File: src/rtl/tlc_pkg.sv
// Shared types and constants of the two-segment LRU byte cache.
// No dependencies; used by every module of the block.
package tlc_pkg;

  localparam int unsigned HEAD_ENTRIES_DEF = 64;
  localparam int unsigned TAIL_ENTRIES_DEF = 64;

  localparam int unsigned TAG_W   = 32;
  localparam int unsigned SIZE_W  = 32;
  localparam int unsigned STAMP_W = 32;
  localparam int unsigned CAP_W   = 41;
  localparam int unsigned SUM_W   = 64;

  localparam logic [CAP_W-1:0] CAP_RESET = CAP_W'(29360128);

  localparam int unsigned IN_DATA_W  = 96;   // key, size, time
  localparam int unsigned OUT_DATA_W = 136;  // 130 bits used, zero padded

  // configuration register indexes
  localparam logic CFG_HEAD_CAP = 1'b0;
  localparam logic CFG_TAIL_CAP = 1'b1;

  typedef struct packed {
    logic               valid;
    logic [TAG_W-1:0]   tag;
    logic [SIZE_W-1:0]  bytes;
    logic [STAMP_W-1:0] stamp;
  } entry_t;

endpackage

File: src/rtl/tlc_cell.sv
// One storage cell of a segment ring: holds a single cache entry.
// Depends on tlc_pkg for the entry type.
module tlc_cell (
  input  logic            clk_i,
  input  logic            rst_ni,
  input  logic            shift_i,
  input  tlc_pkg::entry_t entry_i,
  output tlc_pkg::entry_t entry_o
);

  logic                        valid_q;
  logic [tlc_pkg::TAG_W-1:0]   tag_q;
  logic [tlc_pkg::SIZE_W-1:0]  bytes_q;
  logic [tlc_pkg::STAMP_W-1:0] stamp_q;

  always_ff @(posedge clk_i or negedge rst_ni) begin
    if (!rst_ni) begin
      valid_q <= 1'b0;
    end else if (shift_i) begin
      valid_q <= entry_i.valid;
    end
  end

  always_ff @(posedge clk_i) begin
    if (shift_i) begin
      tag_q   <= entry_i.tag;
      bytes_q <= entry_i.bytes;
      stamp_q <= entry_i.stamp;
    end
  end

  assign entry_o = '{valid: valid_q, tag: tag_q, bytes: bytes_q, stamp: stamp_q};

endmodule

File: src/rtl/tlc_ring.sv
// One cache segment: a ring of tlc_cell that rotates one place per shift.
// Cell 0 is the inspection point; its possibly modified entry re-enters at the far end.
module tlc_ring #(
  parameter int unsigned ENTRIES = tlc_pkg::HEAD_ENTRIES_DEF
) (
  input  logic            clk_i,
  input  logic            rst_ni,
  input  logic            shift_i,
  input  tlc_pkg::entry_t wr_entry_i,
  output tlc_pkg::entry_t rd_entry_o
);

  tlc_pkg::entry_t cell_out [ENTRIES];

  for (genvar i = 0; i < ENTRIES; i++) begin : g_cell
    tlc_pkg::entry_t cell_in;
    if (i == ENTRIES - 1) begin : g_last
      assign cell_in = wr_entry_i;
    end else begin : g_mid
      assign cell_in = cell_out[i+1];
    end
    tlc_cell u_cell (
      .clk_i   (clk_i),
      .rst_ni  (rst_ni),
      .shift_i (shift_i),
      .entry_i (cell_in),
      .entry_o (cell_out[i])
    );
  end

  assign rd_entry_o = cell_out[0];

endmodule

File: config.mk
export PLATFORM = sky130hd
export DESIGN_NAME = tlc_ring
export DESIGN_NICKNAME = d
export VERILOG_FILES = /design/src/rtl/tlc_pkg.sv /design/src/rtl/tlc_cell.sv /design/src/rtl/tlc_ring.sv
export SDC_FILE = /design/constraint.sdc
export NUM_CORES = 2
export LEC_CHECK = 0
export BUFFER_PORTS_ARGS = -buffer_cell sky130_fd_sc_hd__buf_4
export CAP_MARGIN = 20
export CORE_ASPECT_RATIO = 1.2
export CORE_UTILIZATION = 30
export DETAILED_ROUTE_END_ITERATION = 6
export SYNTH_ARGS = -nofsm -noshare
export SYNTH_HDL_FRONTEND = slang
export SYNTH_HIERARCHICAL = 1
export SYNTH_SLANG_ARGS = --single-unit
File: constraint.sdc
create_clock -name clk_i -period 1.45 [get_ports clk_i]
set_input_delay 0.0725 -clock clk_i [delete_from_list [all_inputs] [get_ports clk_i]]
set_output_delay 0.0725 -clock clk_i [all_outputs]
set_load 0.01 [all_outputs]
==> results.cfg <==
[critical_path]
crit_arrival_ns = 1.58
crit_buf_inv = 1
cp_top_family = flip-flops
regToRegStartpoint = g_cell[63].u_cell/valid_q
critical_path.cell_chain = buf_6
rr_worst_depth = 2
critPathRequiredTime_ns = 1.38
crit_fanout = 1
r2r_slack_ns = 0.06
slowest_stage = edfxtp_1
start_kind = flop
reg2reg_to = g_cell[63].u_cell/valid_q
worstSetupPathType = reg2out
critPathMaxStageDelay_ns = 0.40
cp-end-kind = output pin
worst_setup_path_startpoint = g_cell[0].u_cell/tag_q[22]

[routing]
post_drt_wl_per_cell_um = 10.65
remaining_drc_errors = 0
drtIter0Drc = 3640
wl_mm = 175.3
drtPass1Iterations = 4
ant_nets = 0
vias = 58400
viasPerCell = 3.546

[power]
pwr-share-clk = 0.405
netSwitchingFraction = 0.1864
p_per_area_mw_per_mm2 = 1623
peakVddDrop_uv = 1109
pwr-share-comb = 0.018
seqPwrFrac = 0.577
p_total_mw = 365.9
intPower_mw = 297.7
p_leak_nw = 75.43
switchingPower_mw = 68.19

[final_layout]
syn_to_final_growth_pct = 20.22
mostFrequentLayoutCells = 6144 x edfxtp_1, 618 x clkbuf_16, 379 x buf_4
post-route-util = 0.3625
drive_gt1_frac = 0.1822
final_common_cell = edfxtp_1
final-instance-count-excl-fill = 16470
fin_nets = 7803

[global_route]
grt_pass1_wl_mm = 285.3
grt_overflow_total = 0
grt_pass1_vias = 59450
grt_max_degree = 128
antenna_found_initial = 2
grt_usage = 0.05345

[die]
ios = 197
fp.dieW_um = 723.8
start_util = 0.3016
coreArea_mm2 = 0.6219
die-height_um = 868.1
design.die.area_mm2 = 0.6283
num_rows = 317

[hold_path]
hold_path_end = g_cell[63].u_cell/tag_q[24]
worstHoldPathCells = 3
hold_class = in2reg
min_from = shift_i

[sta]
slew_headroom = 0.4807
setup_slack_ns = -0.2006
worst_pin_slew_ns = 0.7789
setup_tns_ns = -14.28
finalCritPeriodShare = 1.138
setup_viol = 97
finalClockSkew_ns = 0.09450
hold_violations = 0
fmax_ghz = 0.6058
slew_viol_final = 0
rsz0062_at_grt = yes
min_period_ns = 1.651

[synth]
synth_cells = 6336
synth_top_cell_by_area = edfxtp_1
synth_nets = 6436
syn_area_mm2 = 0.1875
yosys.area.top_type_share = 0.9838
synth_area_per_cell_um2 = 29.60
ys_top_cells_by_area = edfxtp_1 98%, dfrtp_1 0.85%, mux2_4 0.51%, buf_4 0.26%
yosys_warnings = 6
yosysSeqAreaShare = 0.9923
ys_seq_elements = 6208
synth_cell_types = 4

[clock_tree]
numCtsBuffers = 607
cts_tree = built
cts_buffer_depth = 4
cts_root_buf = clkbuf_16
clock-sinks = 6208
clock_latency_ns = 1.05
clk_pin_slew_worst_paths_ns = 0.06
htree_levels = 6

[outcome]
violations = setup timing
status = complete, but fails checks

[run]
drv_cap = 0

[place]
dp_hpwl_mm = 88.33
dp_cells = 15190
portBuffers = 196
globalplace.congestion = 0.6432
==> routing by layer <==
layer,part of all wire,vias up,global-route usage
met5,0.000074,-,0
met4,0.046,2,0.02858
met3,0.059,614,0.01771
met2,0.48,1046,0.08799
met1,0.42,28070,0.06190
li1,-,28660,-
==> stage by stage <==
stage          hold WS [ns]  setup slack, ns  cell area (um^2)
2_1_floorplan       -0.2231           0.6154            187500
3_3_place_gp         0.1170          0.01703            204000
3_5_place_dp         0.1919         -0.07841            204000
4_1_cts             0.04873          -0.3583            225300
5_1_grt              0.1018          -0.3391            225500
6_report             0.1942          -0.2006            225500
==> power by group through the flow <==
stage / Clock (mW) / Sequential (mW) / Combinational [mW]
after floorplan: 0 / 214 / 1.02
after global placement: 0 / 214 / 5.81
after detailed placement: 0 / 215 / 6.15
after CTS: 154 / 211 / 6.65
after global routing: 161 / 212 / 7.12
final: 148 / 211 / 6.48
==> repair_timing <==
item,CTS,global route
hold buffers,199,0
setup endpoints to repair,97,97
resized for setup,66,31
endpoints found under the hold margin,6333,0
setup buffers,0,1
==> cell usage after synthesis <==
library cell	count
edfxtp_1	6144
buf_4	64
dfrtp_1	64
mux2_4	64
==> worst max path at each step <==
stage	to	slack (ns)	depth (start not counted)
global route	rd_entry_o[17]	-0.34	1
global placement	g_cell[57].u_cell/valid_q	0.02	4
CTS	rd_entry_o[9]	-0.36	1
finish	rd_entry_o[86]	-0.20	1
detailed placement	g_cell[38].u_cell/valid_q	-0.08	4
floorplan	g_cell[0].u_cell/valid_q	0.62	2
==> cell families after synthesis <==
group	after synthesis	share of synthesized area
multiplexers	64	0.005124
flip-flops	6208	0.9923
buffers and inverters	64	0.002562
==> layout make-up <==
cell class / instances / area [um^2]
timing repair buffer: 822 / 8880
antenna: 1 / 2.502
clock buffer: 746 / 15950
fill: 56100 / 396500
clock inverter: 333 / 3189
sequential: 6208 / 186100
multi-input combinational: 64 / 960.9
tap: 8294 / 10380
==> registers in the layout (all words and copies together), names as in the netlist <==
register,flops
g_cell.u_cell/bytes_q,2048
g_cell.u_cell/stamp_q,2048
g_cell.u_cell/valid_q,64
g_cell.u_cell/tag_q,2048
Power figures use the tool's default switching activity.
